### src/b64d_pkg.sv
// Shared types, constants and the character lookup for the base64 stream decoder.
`timescale 1ns / 1ps
package b64d_pkg;

   localparam logic [7:0] CHAR_PAD   = 8'h3D;  // '='
   localparam logic [7:0] CHAR_PLUS  = 8'h2B;  // '+'
   localparam logic [7:0] CHAR_SLASH = 8'h2F;  // '/'

   localparam logic KIND_DATA = 1'b0;
   localparam logic KIND_END  = 1'b1;

   localparam int QUEUE_DEPTH = 4;
   localparam int QUEUE_PTR_W = $clog2(QUEUE_DEPTH);
   localparam int QUEUE_CNT_W = $clog2(QUEUE_DEPTH + 1);

   // Work for the back end: up to three data bytes and an optional end report.
   typedef struct packed {
      logic [1:0] num_bytes;
      logic [7:0] byte0;
      logic [7:0] byte1;
      logic [7:0] byte2;
      logic       has_end;
      logic [1:0] missing;
   } job_type;

   // Returns {in_alphabet, sextet value}.
   function automatic logic [6:0] sextet_lookup(input logic [7:0] ch);
      logic [6:0] res;
      res = 7'd0;
      if (ch >= 8'h41 && ch <= 8'h5A) begin
         res = {1'b1, 6'(ch - 8'h41)};
      end else if (ch >= 8'h61 && ch <= 8'h7A) begin
         res = {1'b1, 6'(ch - 8'h61 + 8'd26)};
      end else if (ch >= 8'h30 && ch <= 8'h39) begin
         res = {1'b1, 6'(ch - 8'h30 + 8'd52)};
      end else if (ch == CHAR_PLUS) begin
         res = {1'b1, 6'd62};
      end else if (ch == CHAR_SLASH) begin
         res = {1'b1, 6'd63};
      end
      return res;
   endfunction

endpackage

### src/b64d_front.sv
// Front end: classifies each character, keeps the group state and builds result jobs.
`timescale 1ns / 1ps
module b64d_front (
   input  logic                clock,
   input  logic                reset,
   input  logic                char_valid,
   input  logic [7:0]          char_code,
   input  logic                last_char,
   output logic                job_push,
   output b64d_pkg::job_type   job
);
   import b64d_pkg::*;

   logic [17:0] sextet_ff, sextet_in;
   logic [1:0]  count_ff, count_in;
   logic        stopped_ff, stopped_in;
   logic [6:0]  lookup;
   logic [23:0] word;

   assign lookup = sextet_lookup(char_code);
   assign word   = {sextet_ff, lookup[5:0]};

   always_comb begin
      sextet_in   = sextet_ff;
      count_in    = count_ff;
      stopped_in  = stopped_ff;
      job         = '0;
      if (!stopped_ff) begin
         if (lookup[6]) begin
            if (count_ff == 2'd3) begin
               job.num_bytes = 2'd3;
               job.byte0     = word[23:16];
               job.byte1     = word[15:8];
               job.byte2     = word[7:0];
               sextet_in     = '0;
               count_in      = 2'd0;
            end else begin
               sextet_in = {sextet_ff[11:0], lookup[5:0]};
               count_in  = count_ff + 2'd1;
            end
         end else begin
            stopped_in = 1'b1;
            if (char_code == CHAR_PAD) begin
               if (count_ff == 2'd2) begin
                  job.num_bytes = 2'd1;
                  job.byte0     = sextet_ff[11:4];
               end else if (count_ff == 2'd3) begin
                  job.num_bytes = 2'd2;
                  job.byte0     = sextet_ff[17:10];
                  job.byte1     = sextet_ff[9:2];
               end
            end
         end
      end
      if (last_char) begin
         // four minus the count, wrapping to zero for an empty group
         job.has_end = 1'b1;
         job.missing = 2'd0 - count_in;
         sextet_in   = '0;
         count_in    = 2'd0;
         stopped_in  = 1'b0;
      end
   end

   assign job_push = char_valid && (job.has_end || job.num_bytes != 2'd0);

   always_ff @(posedge clock) begin
      if (reset) begin
         sextet_ff  <= '0;
         count_ff   <= 2'd0;
         stopped_ff <= 1'b0;
      end else if (char_valid) begin
         sextet_ff  <= sextet_in;
         count_ff   <= count_in;
         stopped_ff <= stopped_in;
      end
   end

endmodule

### src/b64d_queue.sv
// Short job queue between the front and back ends.
`timescale 1ns / 1ps
module b64d_queue (
   input  logic                clock,
   input  logic                reset,
   input  logic                push,
   input  b64d_pkg::job_type   push_job,
   input  logic                pop,
   output logic                not_empty,
   output logic                not_full,
   output b64d_pkg::job_type   head_job
);
   import b64d_pkg::*;

   job_type                 entry_ff [QUEUE_DEPTH];
   logic [QUEUE_PTR_W-1:0]  wr_ptr_ff, rd_ptr_ff;
   logic [QUEUE_CNT_W-1:0]  count_ff, count_in;

   assign not_empty = count_ff != '0;
   assign not_full  = count_ff != QUEUE_CNT_W'(QUEUE_DEPTH);
   assign head_job  = entry_ff[rd_ptr_ff];

   always_comb begin
      count_in = count_ff;
      if (push && !pop) begin
         count_in = count_ff + QUEUE_CNT_W'(1);
      end else if (pop && !push) begin
         count_in = count_ff - QUEUE_CNT_W'(1);
      end
   end

   always_ff @(posedge clock) begin
      if (push) begin
         entry_ff[wr_ptr_ff] <= push_job;
      end
   end

   always_ff @(posedge clock) begin
      if (reset) begin
         wr_ptr_ff <= '0;
         rd_ptr_ff <= '0;
         count_ff  <= '0;
      end else begin
         if (push) begin
            wr_ptr_ff <= wr_ptr_ff + QUEUE_PTR_W'(1);
         end
         if (pop) begin
            rd_ptr_ff <= rd_ptr_ff + QUEUE_PTR_W'(1);
         end
         count_ff <= count_in;
      end
   end

endmodule

### src/b64d_back.sv
// Back end: unrolls each job into result items through an output register.
`timescale 1ns / 1ps
module b64d_back (
   input  logic                clock,
   input  logic                reset,
   input  logic                job_valid,
   input  b64d_pkg::job_type   job,
   output logic                job_pop,
   output logic                rsp_tvalid,
   input  logic                rsp_tready,
   output logic [15:0]         rsp_tdata,
   output logic [0:0]          rsp_tuser,
   output logic                rsp_tlast
);
   import b64d_pkg::*;

   logic [1:0] idx_ff, idx_in;
   logic       valid_ff;
   logic       kind_ff, kind_in;
   logic [7:0] byte_ff, byte_in;
   logic [1:0] missing_ff, missing_in;
   logic       last_ff, last_in;
   logic [2:0] total;
   logic       load;

   assign total = {1'b0, job.num_bytes} + {2'b00, job.has_end};
   assign load  = job_valid && (!valid_ff || rsp_tready);

   always_comb begin
      kind_in    = KIND_DATA;
      byte_in    = 8'd0;
      missing_in = 2'd0;
      if (idx_ff == job.num_bytes) begin
         kind_in    = KIND_END;
         missing_in = job.missing;
      end else begin
         case (idx_ff)
            2'd0:    byte_in = job.byte0;
            2'd1:    byte_in = job.byte1;
            default: byte_in = job.byte2;
         endcase
      end
      last_in = ({1'b0, idx_ff} + 3'd1) == total;
      idx_in  = last_in ? 2'd0 : idx_ff + 2'd1;
   end

   assign job_pop = load && last_in;

   always_ff @(posedge clock) begin
      if (reset) begin
         valid_ff <= 1'b0;
         idx_ff   <= 2'd0;
      end else begin
         if (load) begin
            valid_ff <= 1'b1;
            idx_ff   <= idx_in;
         end else if (rsp_tready) begin
            valid_ff <= 1'b0;
         end
      end
   end

   always_ff @(posedge clock) begin
      if (load) begin
         kind_ff    <= kind_in;
         byte_ff    <= byte_in;
         missing_ff <= missing_in;
         last_ff    <= last_in;
      end
   end

   assign rsp_tvalid = valid_ff;
   assign rsp_tdata  = {6'd0, missing_ff, byte_ff};
   assign rsp_tuser  = kind_ff;
   assign rsp_tlast  = last_ff;

endmodule

### src/base64_stream_decoder_core.sv
// Top level of the base64 stream decoder.
`timescale 1ns / 1ps
// Usage:
//   The request channel (req_*) carries one character per beat: tdata[7:0]
//   is the raw character, tlast marks the final character of a string.
//   The response channel (rsp_*) carries decoded results: tuser is the kind
//   (0 data byte, 1 end-of-string report), tdata[7:0] the data byte,
//   tdata[9:8] the number of characters missing from the last group, and
//   tlast marks the final result caused by one request.
//   A request is taken every cycle while the four-entry job queue has room;
//   a full group yields three results, drained one per cycle by the output
//   register while the receiver is ready; sustained input is one character
//   per cycle. Results pass through the job queue, then the output register.
//   When the receiver stalls, the output register holds its result and the
//   queue absorbs up to four result-producing requests before req_tready
//   falls. Requests that produce no result pass without using the queue.
//   Synchronous reset clears the group state, the queue and the output.
module base64_stream_decoder_core (
   input  logic         clock,
   input  logic         reset,
   input  logic         req_tvalid,
   output logic         req_tready,
   input  logic [7:0]   req_tdata,   // [7:0] char_code
   input  logic         req_tlast,   // last_char
   output logic         rsp_tvalid,
   input  logic         rsp_tready,
   output logic [15:0]  rsp_tdata,   // [7:0] data_byte, [9:8] missing_chars, rest zero
   output logic [0:0]   rsp_tuser,   // [0] result_kind
   output logic         rsp_tlast    // last_result
);
   import b64d_pkg::*;

   logic    accept;
   logic    job_push;
   job_type push_job;
   logic    q_not_empty;
   logic    q_not_full;
   job_type head_job;
   logic    job_pop;

   assign req_tready = q_not_full;
   assign accept     = req_tvalid && req_tready;

   b64d_front u_front (
      .clock      (clock),
      .reset      (reset),
      .char_valid (accept),
      .char_code  (req_tdata),
      .last_char  (req_tlast),
      .job_push   (job_push),
      .job        (push_job)
   );

   b64d_queue u_queue (
      .clock     (clock),
      .reset     (reset),
      .push      (job_push),
      .push_job  (push_job),
      .pop       (job_pop),
      .not_empty (q_not_empty),
      .not_full  (q_not_full),
      .head_job  (head_job)
   );

   b64d_back u_back (
      .clock      (clock),
      .reset      (reset),
      .job_valid  (q_not_empty),
      .job        (head_job),
      .job_pop    (job_pop),
      .rsp_tvalid (rsp_tvalid),
      .rsp_tready (rsp_tready),
      .rsp_tdata  (rsp_tdata),
      .rsp_tuser  (rsp_tuser),
      .rsp_tlast  (rsp_tlast)
   );

endmodule

### config.mk
export PLATFORM = sky130hd
export DESIGN_NAME = base64_stream_decoder_core
export DESIGN_NICKNAME = d
export VERILOG_FILES = /design/src/b64d_pkg.sv /design/src/b64d_front.sv /design/src/b64d_queue.sv /design/src/b64d_back.sv /design/src/base64_stream_decoder_core.sv
export SDC_FILE = /design/constraint.sdc
export NUM_CORES = 1
export LEC_CHECK = 0
export BUFFER_PORTS_ARGS = -buffer_cell sky130_fd_sc_hd__buf_2
export CORE_MARGIN = 5
export CORE_UTILIZATION = 25
export DETAILED_ROUTE_END_ITERATION = 7
export PLACE_DENSITY = 0.36
export SYNTH_ARGS = -nofsm -noshare
export SYNTH_HDL_FRONTEND = slang
export SYNTH_SLANG_ARGS = --single-unit
### constraint.sdc
create_clock -name clock -period 3.97 [get_ports clock]
set_input_delay 0.397 -clock clock [delete_from_list [all_inputs] [get_ports clock]]
set_output_delay 0.397 -clock clock [all_outputs]
set_load 0.03 [all_outputs]
Yosys cells after proc, flatten, opt, wreduce, memory -nomap -nowiden
Memories as Yosys holds them, arrays and structs flattened. A register that Yosys moved wholly into a read port is not among the register bits.
Cells that the tools add are included.

cells by class
  add/sub/neg operators = 14
  magnitude comparators = 6
  equality and inequality tests = 10
  multiplexer cells = 36
  reductions and logical operators = 21

operators by type and width
  operator               count
  $mux W18               7
  $mux W26               2
  $mux W7                5
  $eq A8 B6 Y1 const B   3
  $ge A8 B7 Y1 const B   2
  $le A8 B7 Y1 const B   2
  $mux W8                2
  $pmux W8 S2            1
  $mux W2                7
  $sub A6 B6 Y6 const B  2
  $mux W10               1
  $logic_and A1 B1 Y1    9
  $mux W3                3
  $add A2 B1 Y2 const B  4
  $ge A8 B6 Y1 const B   1
  $le A8 B6 Y1 const B   1
  $mux W1                8
  $reduce_bool A2 Y1     4
  $add A6 B5 Y6 const B  1
  $add A6 B6 Y6 const B  1
  $sub A6 B1 Y6 const B  1
  $eq A2 B2 Y1 const B   2
  $add A2 B1 Y3          1
  $add A2 B1 Y3 const B  1
  other kinds (13)       16

storage, ports and cells
  bits in registers = 43
  RAM bits = 116
  input bits = 13
  word-level logic and storage cells = 100
  memories kept = 1

memory list
  name              depth  width  read ports  clocked after Yosys merged registers in  write ports  line              source
  u_queue.entry_ff  4      29     1           1                                        1            b64d_queue.sv:15  job_type entry_ff [QUEUE_DEPTH];

Depth between registers and ports, before layout
Gate-level depths: netlist of the first run.

  depth in word-level cells = 16
  mapped depth = 15
  mapped depth without buffers = 13

Hierarchy
A second synthesis of the first run with hierarchy kept.

second synthesis, totals
  cell total of the unflattened synthesis = 506
  area, all modules = 7268.2 um2

modules (own cells, without submodules)
  module                      instances  cells each  area each (um2)
  b64d_queue                  1          196         4623.2
  b64d_front                  1          232         1806.7
  b64d_back                   1          77          832.0
  base64_stream_decoder_core  1          1           6.3

Worst setup path after synthesis of the first run
Ideal clock, no wire load.

  path type = register to register
  start point = register (tool-made name)
  end point = register u_queue.count_ff[2]
  arrival = 3.453 ns
  required time = 3.899 ns
  slack = 0.446 ns
  stages on the path, launching flop included = 15
  period minus slack after synthesis = 3.524 ns
  cell sequence = dfxtp_1 -> buf_2 -> buf_2 -> mux4_2 -> ha_1 -> ha_1 -> xor2_1 -> nor3_1 -> nand2_1 -> ha_1 -> inv_1 -> fa_1 -> xor2_1 -> or3_1 -> a21oi_1

RTL lines
  what                  line              source
  end signal, assigned  b64d_queue.sv:50  count_ff <= count_in;
  end, declared         b64d_queue.sv:17  logic [QUEUE_CNT_W-1:0] count_ff, count_in;

==> results of run 1 <==
[worst reg2reg max path, stage by stage (launching register included)]
cell and delay, ns:
dfxtp_2 0.49, mux4_2 0.59, ha_1 0.21, ha_1 0.28
xor2_1 0.14, nor3_1 0.34, nand2_1 0.22, ha_1 0.29
inv_1 0.07, fa_1 0.18, xor2_1 0.08, or3_1 0.30
a21oi_1 0.13
[final cells by class]
| cell class | instances | area [µm²] |
|---|---|---|
| Clock inverter | 15 | 125 |
| Timing Repair Buffer | 34 | 240 |
| Sequential cell | 161 | 4510 |
| Fill cell | 2811 | 19700 |
| Inverter | 23 | 86.3 |
| Clock buffer | 17 | 425 |
| Multi-Input combinational cell | 279 | 2350 |
| Tap cell | 378 | 473 |
[synthesized netlist by cell type, drive strengths merged (4+ instances only)]
cell type,instances
edfxtp,128
a21oi,39
dfxtp,33
nand2,30
mux4,29
nor2,26
inv,22
ha,21
buf,19
a32o,15
and2,15
clkbuf,12
o21ai,11
a22oi,8
nand3,8
and3,6
nor2b,6
nor3,6
xnor2,6
xor2,6
mux2i,4
o32ai,4
[through the flow]
step | util, % | worst slack [ns] | power [mW] | hold slack, ns
after detailed placement | 27.5 | 0.320 | 3.31 | 0.458
after floorplan | - | 0.446 | 2.95 | 0.442
final | 29.4 | 0.601 | 4.76 | 0.251
after CTS | 29.4 | 0.588 | 4.85 | 0.229
after global placement | 27.5 | 0.419 | 3.30 | 0.449
after global routing | 29.4 | 0.333 | 5.02 | 0.252
[layer usage]
metal	up-vias	track usage, %	wire (µm)
li1	1914	-	-
met1	2112	15.4	8100
met2	91	17.4	7990
met3	9	2.97	634
met4	0	2.69	162
met5	-	0	0
[worst paths after layout]
path | from | to | cells after the start
setup / recovery | flip-flop | u_queue.count_ff[2]$_SDFFE_PP0P_ | 12
hold / removal | rsp_tready | u_back.rsp_tvalid$_SDFFE_PP0P_ | 4
setup reg to reg | flip-flop | u_queue.count_ff[2]$_SDFFE_PP0P_ | 12
hold reg to reg | u_back.rsp_tvalid$_SDFFE_PP0P_ | u_back.rsp_tvalid$_SDFFE_PP0P_ | 2
[kinds of logic after synthesis]
| kind of cell | Yosys count | synth area share (%) |
|---|---|---|
| other cells | 1 | 0.0530 |
| xor+xnor | 12 | 1.48 |
| buf+inv | 54 | 3.48 |
| mux | 34 | 9.95 |
| fa+ha+maj | 22 | 3.99 |
| simple gates | 113 | 8.16 |
| compound gates | 92 | 9.26 |
| flops | 161 | 63.6 |
[power by group through the flow]
stage | clock network [mW] | logic, mW | registers, mW
finish | 1.52 | 1.14 | 2.09
global route | 1.65 | 1.27 | 2.10
CTS | 1.58 | 1.18 | 2.09
detailed placement | 0 | 1.18 | 2.13
global placement | 0 | 1.18 | 2.12
floorplan | 0 | 0.715 | 2.24
[sequential cells by signal, indices dropped and copies added, names as in the netlist, named ones only]
name / flops
u_back.byte_ff: 8
u_back.idx_ff: 2
u_back.missing_ff: 2
u_back.rsp_tlast: 1
u_back.rsp_tuser: 1
u_back.rsp_tvalid: 1
u_front.count_ff: 2
u_front.sextet_ff: 18
u_front.stopped_ff: 1
u_queue.count_ff: 3
u_queue.entry_ff: 116
u_queue.rd_ptr_ff: 2
u_queue.wr_ptr_ff: 2
==> flow_summary_export.csv, run 1 <==
group,metric,value,unit
status,outcome,"completed",
global_route,grt_max_degree,30,
power_and_ir_drop,max-vdd-ir-drop,0.264,mV
synth,synth_cell_types,55,
critical_path,r2r_slack,0.60,ns
sta,slew_violations,0,
synth,synth_edf_count,128,
placed_design,dp_cells,875,
critical_path,crit_fanout,7,
clock_network,cts_tree,"built",
cells_and_area,num_antenna_cells,0,
routing,postRouteAntennaNets,0,
floorplanning,die_y,178,µm
placed_design,placed_area,7650,µm²
routing,drtIter0Drc,293,
critical_path,required,4.32,ns
clock_network,postCtsResizedCells,0,
clock_network,cts.path.max_buffers,2,
synth,synth_ff_type,"edfxtp_1",
clock_network,path_clk_slew,0.06,ns
critical_path,cpMostUsedCell,"ha_1",
synth,synth_top_area_share,54.3,%
power_and_ir_drop,combinationalPowerShare,24.0,%
sta,fin_crit,3.37,ns
floorplanning,fp.dieW,178,µm
critical_path,worst-setup-path-type,"flip-flop to flip-flop",
routing,wire_per_inst,18.6,µm
sta,rsz0062_at_grt,"no",
synth,syn-instance-count,489,
global_route,grt_pass1_wl,26000,µm
placed_design,io_buffers,26,
synth,syn_area,7080,µm²
routing,vias,4126,
global_route,antenna_found_initial,0,
critical_path,critPathArrivalTime,3.72,ns
floorplanning,dieArea,31800,µm²
power_and_ir_drop,swShare,31.6,%
cells_and_area,final_cell_mix,"edfxtp_1, a21oi_1, dfxtp_1",
sta,finalSetupTns,0,ns
cells_and_area,nets,551,
sta,worst_pin_slew,0.766,ns
clock_network,cts_hold_buf,0,
cells_and_area,area_delta_synth_final,15.9,%
sta,setup_viol,0,
synth,yosysSeqAreaShare,63.6,%
clock_network,clock-sinks,161,
synth,synth_area_leader_cell,"edfxtp_1",
floorplanning,core_area,27900,µm²
critical_path,critical_path_buf_inv_count,1,
critical_path,crit_path_top_delay_cell,"mux4_2",
sta,hold_viol,0,
clock_network,cts-root-buf,"clkbuf_16",
critical_path,crit_path_cell_trace,"mux4_2 -> ha_1 -> ha_1 -> xor2_1 -> nor3_1 -> nand2_1 -> ha_1 -> inv_1 -> fa_1 -> xor2_1 -> or3_1 -> a21oi_1",
hold_path,hold_path_class,"primary input to flip-flop",
global_route,grt_pass1_vias,4254,
floorplanning,num_io_pins,33,
sta,clock_skew,0.00911,ns
power_and_ir_drop,p_switching,1.50,mW
synth,postSynthAreaPerCell,14.5,µm²
synth,yosysWarnings,0,
power_and_ir_drop,p_leak,2.71,nW
global_route,grt.total_usage,11.1,%
power_and_ir_drop,p_clk_share,32.0,%
flow_run,max_cap_viol_count,0,
cells_and_area,fin_area,8200,µm²
clock_network,h-tree-depth,4,
cells_and_area,layout_commonest_cell,"edfxtp_1",
cells_and_area,finalNonFillerCells,907,
cells_and_area,drive_gt1_share,19.1,%
power_and_ir_drop,intPower,3.25,mW
synth,async_flop_share,0,%
synth,synth.area.top_cells,"edfxtp_1, dfxtp_1, mux4_2",
placed_design,hpwlAfterDp,11200,µm
power_and_ir_drop,power_frac_seq,43.9,%
synth,ys_ff_latch,161,
clock_network,cts_setup_buffers,0,
clock_network,cts_buffers,17,
clock_network,insertion_delay,0.42,ns
critical_path,end_kind,"flip-flop",
placed_design,routabilityCongestion,0.746,
floorplanning,rows,61,
routing,drt_wl_total,16900,µm
sta,min_period_over_period,84.9,%
critical_path,path_delay_family,"adder cells",
routing,drc,0,
critical_path,cp-start-kind,"flip-flop",
sta,slew_headroom,48.7,%
routing,dr.pass1.iters,4,
power_and_ir_drop,powerDensity,580,nW/µm²
global_route,grt-ovfl-total,0,
routing,avgViaCountPerCell,4.55,
floorplanning,initial_core_util,25.4,%
critical_path,crit_path_max_incr_delay,0.59,ns
sta,fmax,297,MHz
Note: power is estimated with default switching activity, not from simulation.
==> inputs of run 2 (changes only) <==
- ABC_AREA: not set -> 1
- PLACE_DENSITY: 0.36 -> 0.37
- clock period: 3.97 -> 2.9 ns (I/O delays scaled with it)
==> flow_summary_export.csv, run 2 <==
group,metric,value,unit
floorplanning,die_y,183,µm
clock_network,cts-root-buf,"clkbuf_16",
clock_network,cts.path.max_buffers,2,
synth,synth_edf_count,128,
global_route,grt_pass1_wl,31000,µm
synth,ys_ff_latch,161,
power_and_ir_drop,powerDensity,831,nW/µm²
floorplanning,rows,63,
sta,fin_crit,2.63,ns
synth,yosysWarnings,0,
synth,synth_area_leader_cell,"edfxtp_1",
sta,hold_viol,0,
floorplanning,initial_core_util,25.4,%
synth,synth_top_area_share,51.1,%
cells_and_area,largest_reg_flops,116,
synth,syn_area,7520,µm²
routing,top_layer,"met4",
routing,postRouteAntennaNets,0,
clock_network,cts_tree,"built",
synth,synth.most_common_cell,"edfxtp_1",
clock_network,clock-sinks,161,
clock_network,cts_setup_buffers,0,
placed_design,hpwlAfterDp,13400,µm
synth,synth.area.top_cells,"edfxtp_1, dfxtp_1, o21ai_0",
global_route,grt_max_degree,53,
sta,setup_viol,0,
placed_design,io_buffers,26,
synth,synth_cell_types,41,
synth,synth_common_cells,"edfxtp_1, nor2_1, nand2_1",
critical_path,cp-start-kind,"flip-flop",
critical_path,crit_path_top_delay_cell,"fa_2",
global_route,grt.total_usage,11.9,%
clock_network,insertion_delay,0.42,ns
cells_and_area,reg.largest.list,"u_queue.entry_ff x116, u_front.sextet_ff x18, u_back.byte_ff x8",
synth,postSynthAreaPerCell,9.85,µm²
sta,whs,0.226,ns
critical_path,crit_path_max_incr_delay,0.41,ns
critical_path,worstSetupEndpoint,"u_queue.count_ff[1]$_SDFFE_PP0P_",
critical_path,end_kind,"flip-flop",
sta,worst_pin_slew,0.710,ns
routing,wire_per_inst,16.0,µm
flow_run,max_cap_viol_count,0,
placed_design,routabilityCongestion,0.758,
critical_path,r2r_slack,0.27,ns
critical_path,critPathArrivalTime,2.94,ns
critical_path,crit_fanout,8,
routing,avgViaCountPerCell,4.33,
routing,m1WireLength,9940,µm
status,outcome,"completed",
sta,slew_violations,0,
floorplanning,fp.dieW,183,µm
cells_and_area,layout_commonest_cell,"edfxtp_1",
cells_and_area,fin_area,9030,µm²
hold_path,hold_path_class,"primary input to flip-flop",
global_route,antenna_found_initial,0,
critical_path,worst-setup-path-type,"flip-flop to flip-flop",
power_and_ir_drop,p_clk_share,28.0,%
cells_and_area,final_cell_mix,"edfxtp_1, nor2_1, nand2_1",
power_and_ir_drop,intPower,4.88,mW
floorplanning,num_io_pins,33,
clock_network,cts_buffers,17,
critical_path,required,3.22,ns
power_and_ir_drop,p_leak,3.49,nW
power_and_ir_drop,swShare,34.9,%
floorplanning,core_area,29600,µm²
sta,slew_headroom,52.5,%
routing,vias,5332,
cells_and_area,drive_gt1_share,17.5,%
synth,async_flop_share,0,%
clock_network,h-tree-depth,4,
routing,drc,0,
power_and_ir_drop,p_switching,2.62,mW
clock_network,path_clk_slew,0.07,ns
synth,yosysSeqAreaShare,59.9,%
cells_and_area,num_antenna_cells,0,
power_and_ir_drop,power_frac_seq,40.1,%
placed_design,placed_area,8460,µm²
clock_network,postCtsResizedCells,0,
critical_path,reg2reg_depth,16,
cells_and_area,nets,864,
power_and_ir_drop,combinationalPowerShare,31.9,%
cells_and_area,area_delta_synth_final,20.0,%
synth,synth_ff_type,"edfxtp_1",
floorplanning,dieArea,33700,µm²
critical_path,crit_path_cell_trace,"inv_2 -> nand2_1 -> nand3_1 -> nand2_2 -> inv_1 -> ha_1 -> ha_1 -> xnor2_1 -> nand3_1 -> nor2_2 -> inv_2 -> ha_1 -> inv_2 -> fa_2 -> o21ai_0 -> a21oi_1",
global_route,grt_pass1_vias,5413,
global_route,grt-ovfl-total,0,
critical_path,rr_endpoint,"u_queue.count_ff[1]$_SDFFE_PP0P_",
routing,dr.pass1.iters,7,
sta,min_period_over_period,90.5,%
routing,wl_met2,9290,µm
cells_and_area,top_register,"u_queue.entry_ff",
sta,clock_skew,0.0173,ns
routing,routed-wl-met3,414,µm
power_and_ir_drop,max-vdd-ir-drop,0.396,mV
synth,syn-instance-count,764,
sta,fmax,381,MHz
routing,drt_wl_total,19700,µm
clock_network,cts_hold_buf,0,
routing,drtIter0Drc,234,
[run 2: cell count changes after synthesis, sizes merged, moves of 25 or more]
cell	before	now
nor2	26	117
o21ai	11	95
nand2	30	108
inv	22	73
nand3	8	47
mux4	29	0
o22ai	1	26
[run 2: layout make-up]
cell class,count,area (µm²)
fillers,3152,20600
flip-flops and latches,161,4510
multi-input cells,496,2610
repair buffers,79,578
clock buffers,23,500
well taps,390,488
inverters,74,284
clock inverters,9,56.3
[run 2: power groups by stage]
stage               clock, mW  combinational (mW)  sequential, mW
global placement            0                2.46            3.05
finish                   2.10                2.39            3.01
floorplan                   0                1.37            3.23
CTS                      2.15                2.44            3.00
detailed placement          0                2.44            3.05
global route             2.26                2.72            3.04
[run 2: logic make-up after synthesis]
| kind of cell | count (synthesis) | share of synthesized area [%] |
|---|---|---|
| AO/OA/AOI/OAI | 167 | 12.0 |
| XOR/XNOR | 11 | 1.28 |
| adder cells (fa/ha/maj) | 22 | 3.76 |
| buffers and inverters | 112 | 6.22 |
| flip-flops | 161 | 59.9 |
| other | 1 | 0.0499 |
| AND/OR/NAND/NOR | 290 | 16.8 |
[run 2: worst min path at each step]
stage / startpoint / end / slack [ns] / cells after the start
6_report: rsp_tready / u_back.rsp_tvalid$_SDFFE_PP0P_ / 0.23 / 4
3_5_place_dp: u_front.sextet_ff[17]$_SDFFE_PP0P_ / u_front.sextet_ff[17]$_SDFFE_PP0P_ / 0.45 / 2
2_1_floorplan: req_tlast / u_queue.entry_ff[0][2]$_DFFE_PP_ / 0.39 / 0
5_1_grt: rsp_tready / u_back.rsp_tvalid$_SDFFE_PP0P_ / 0.24 / 4
4_1_cts: rsp_tready / u_back.rsp_tvalid$_SDFFE_PP0P_ / 0.22 / 4
3_3_place_gp: u_front.sextet_ff[17]$_SDFFE_PP0P_ / u_front.sextet_ff[17]$_SDFFE_PP0P_ / 0.45 / 2
[run 2: layer usage]
layer  up-vias  global-route usage [%]
met5         -                       0
met3         4                    2.00
li1       2727                       -
met1      2541                    16.5
met2        60                    19.6
met4         0                    2.98
[run 2: stage by stage]
stage / setup slack [ns] / power [mW] / cells / utilization (%) / TNS, ns
floorplan: -0.372 / 4.60 / 769 / - / -43.16
global placement: 0.0514 / 5.51 / 1200 / 28.5 / 0
detailed placement: 0.00728 / 5.49 / 1200 / 28.5 / 0
CTS: 0.107 / 7.60 / 1232 / 30.4 / 0
global route: -0.00511 / 8.02 / 1232 / 30.5 / -0.00511
finish: 0.274 / 7.50 / 1232 / 30.5 / 0
[run 2: worst max-delay path, delay by kind of cell, from the launching register on]
kind / cells / cell delay [ns]
adders and majority gates: 4 / 1.04
and+or+nand+nor: 5 / 0.49
DFF: 1 / 0.39
buffers and inverters: 4 / 0.24
AOI/OAI and AO/OA: 2 / 0.20
xor gates and xnor gates: 1 / 0.15
==> inputs of run 3 (changes only) <==
- SYNTH_HIERARCHICAL: not set -> 1
==> flow_summary_export.csv, run 3 <==
group,metric,value,unit
sta,rsz0062_at_grt,"no",
critical_path,path_delay_family,"adder cells",
clock_network,path_clk_slew,0.07,ns
cells_and_area,area_delta_synth_final,15.5,%
synth,synth_edf_count,128,
critical_path,crit_path_top_delay_cell,"fa_2",
sta,finalSetupTns,0,ns
placed_design,routabilityCongestion,0.806,
clock_network,cts_hold_buf,0,
critical_path,crit_path_cell_trace,"inv_4 -> o21ai_0 -> o22ai_2 -> ha_1 -> ha_1 -> inv_1 -> nand2_1 -> nand2_1 -> nor2_2 -> nand3_2 -> inv_2 -> inv_1 -> ha_1 -> inv_2 -> fa_2 -> o21ai_2 -> a21oi_1",
power_and_ir_drop,power_frac_seq,40.9,%
power_and_ir_drop,powerDensity,770,nW/µm²
power_and_ir_drop,swShare,33.5,%
cells_and_area,n_fill_cell,3304,
synth,synth_common_cells,"edfxtp_1, nand2_1, nor2_1",
clock_network,insertion_delay,0.42,ns
critical_path,end_kind,"flip-flop",
critical_path,cp-start-kind,"flip-flop",
critical_path,crit_path_max_incr_delay,0.43,ns
sta,setup_viol,0,
power_and_ir_drop,intPower,4.73,mW
global_route,grt_pass1_wl,31100,µm
cells_and_area,top_register,"u_queue/entry_ff",
global_route,grt_max_degree,51,
power_and_ir_drop,p_clk_share,30.6,%
cells_and_area,reg.largest.list,"u_queue/entry_ff x116, u_front/sextet_ff x18, u_back/byte_ff x8",
sta,fin_crit,2.67,ns
synth,syn_area,8010,µm²
floorplanning,dieArea,35700,µm²
routing,drtIter0Drc,286,
power_and_ir_drop,p_switching,2.38,mW
floorplanning,num_io_pins,33,
critical_path,crit_fanout,8,
synth,syn-instance-count,769,
routing,postRouteAntennaNets,0,
synth,yosysWarnings,6,
routing,m1WireLength,10100,µm
cells_and_area,layout_commonest_cell,"edfxtp_1",
cells_and_area,largest_reg_flops,116,
critical_path,worst-setup-path-type,"flip-flop to flip-flop",
critical_path,cpMostUsedCell,"ha_1",
routing,wire_per_inst,16.0,µm
critical_path,critical_path_buf_inv_count,5,
synth,ys_ff_latch,161,
power_and_ir_drop,max-vdd-ir-drop,0.388,mV
clock_network,cts_buffers,17,
power_and_ir_drop,p_leak,3.56,nW
floorplanning,core_area,31600,µm²
synth,synth_ff_type,"edfxtp_1",
sta,worst_pin_slew,0.990,ns
flow_run,max_cap_viol_count,0,
status,outcome,"completed",
global_route,antenna_found_initial,0,
clock_network,cts-root-buf,"clkbuf_16",
power_and_ir_drop,combinationalPowerShare,28.6,%
sta,whs,0.146,ns
routing,avgViaCountPerCell,4.36,
global_route,grt-ovfl-total,0,
routing,drc,0,
floorplanning,fp.dieW,189,µm
floorplanning,initial_core_util,25.4,%
routing,top_layer,"met4",
clock_network,cts_tree,"built",
floorplanning,rows,65,
placed_design,hpwlAfterDp,12900,µm
synth,synth.area.top_cells,"edfxtp_1, dfxtp_1, nand2_1",
routing,routed-wl-met3,332,µm
sta,min_period_over_period,92.1,%
sta,slew_headroom,34.0,%
synth,postSynthAreaPerCell,10.4,µm²
clock_network,cts.path.max_buffers,2,
clock_network,cts_setup_buffers,0,
routing,dr.pass1.iters,4,
synth,synth_area_leader_cell,"edfxtp_1",
synth,synth_top_area_share,48.0,%
global_route,grt.total_usage,11.2,%
critical_path,required,3.21,ns
cells_and_area,nets,846,
clock_network,clock-sinks,161,
clock_network,h-tree-depth,4,
synth,synth.most_common_cell,"edfxtp_1",
sta,fmax,374,MHz
sta,slew_violations,0,
sta,hold_viol,0,
cells_and_area,final_cell_mix,"edfxtp_1, nand2_1, nor2_1",
sta,clock_skew,0.0117,ns
routing,wl_met2,9010,µm
routing,drt_wl_total,19600,µm
hold_path,hold_path_class,"primary input to flip-flop",
critical_path,critPathArrivalTime,2.98,ns
synth,yosysSeqAreaShare,56.2,%
synth,async_flop_share,0,%
floorplanning,die_y,189,µm
cells_and_area,num_antenna_cells,0,
synth,synth_cell_types,39,
cells_and_area,drive_gt1_share,23.2,%
power_and_ir_drop,design_power_total,7.12,mW
routing,vias,5350,
global_route,grt_pass1_vias,5320,
placed_design,io_buffers,26,
[run 3: changes by cell type after synthesis, moves of 6 or more]
cell      delta
nor2_1      -25
clkbuf_1    -22
o22ai_2     +21
nor2_4      +20
o22ai_1     -17
a21oi_1     -16
buf_2       +12
o21ai_0     -10
o21ai_1      +9
o21ai_2      +9
a22o_1       +8
inv_2        +7
buf_6        +6
nor2_2       +6
[run 3: cell families after synthesis]
group	after synthesis	synth area share [%]
xor+xnor	8	0.875
compound gates	166	13.6
flops	161	56.2
fa+ha+maj	22	3.53
buf+inv	123	7.67
other cells	1	0.0468
simple gates	288	18.1
[run 3: repair_timing]
item | CTS | global route
setup endpoints to repair | 0 | 2
gates resized for setup | 0 | 13
endpoints found under the hold margin | 0 | 0
[run 3: worst reg2reg max path, cell delays in order (launching register included)]
cell and delay [ns]:
dfxtp_4 0.38, inv_4 0.06, o21ai_0 0.19, o22ai_2 0.11, ha_1 0.19, ha_1 0.28
inv_1 0.04, nand2_1 0.04, nand2_1 0.05, nor2_2 0.11, nand3_2 0.10, inv_2 0.08
inv_1 0.05, ha_1 0.19, inv_2 0.07, fa_2 0.43, o21ai_2 0.13, a21oi_1 0.05
[run 3: power by group through the flow]
stage / Clock, mW / Sequential, mW / Combinational (mW)
floorplan: 0 / 3.14 / 1.28
global placement: 0 / 2.96 / 2.06
detailed placement: 0 / 2.96 / 2.05
CTS: 2.25 / 2.91 / 2.05
global route: 2.36 / 2.93 / 2.29
finish: 2.18 / 2.91 / 2.03
[run 3: path summary, 6_finish.rpt]
path / start / cells past startpoint / endpoint / slack, ns
setup reg to reg: flip-flop / 17 / u_queue/count_ff[1]$_SDFFE_PP0P_ / 0.23
hold reg to reg: u_queue/rd_ptr_ff[1]$_SDFFE_PP0P_ / 1 / flip-flop / 0.45
setup / recovery: flip-flop / 17 / u_queue/count_ff[1]$_SDFFE_PP0P_ / 0.23
hold / removal: rsp_tready / 4 / u_back/rsp_tvalid$_SDFFE_PP0P_ / 0.15
[run 3: per-stage QoR]
stage | instance area [µm²] | cells | setup slack [ns] | utilization (%)
3_5_place_dp | 8650 | 1194 | 0.0296 | 27.4
4_1_cts | 9220 | 1226 | 0.0480 | 29.2
3_3_place_gp | 8650 | 1194 | 0.0316 | 27.4
2_1_floorplan | 8030 | 774 | 0.154 | -
5_1_grt | 9250 | 1226 | 0.0179 | 29.3
6_report | 9250 | 1226 | 0.228 | 29.3
[run 3: cell type report]
cell class	instances	area [µm²]	area share, %
inverter	84	318	3.44
tap	402	503	5.44
clock inverter	13	138	1.49
clock buffer	19	433	4.68
timing repair buffer	57	413	4.46
sequential	161	4510	48.7
multi-input combinational	490	2940	31.8
[run 3: routing by layer]
metal  GRT usage, %  vias up
met5              0        -
met4           2.69        0
met3           1.92        8
met2           17.7       52
met1           16.1     2594
li1               -     2696
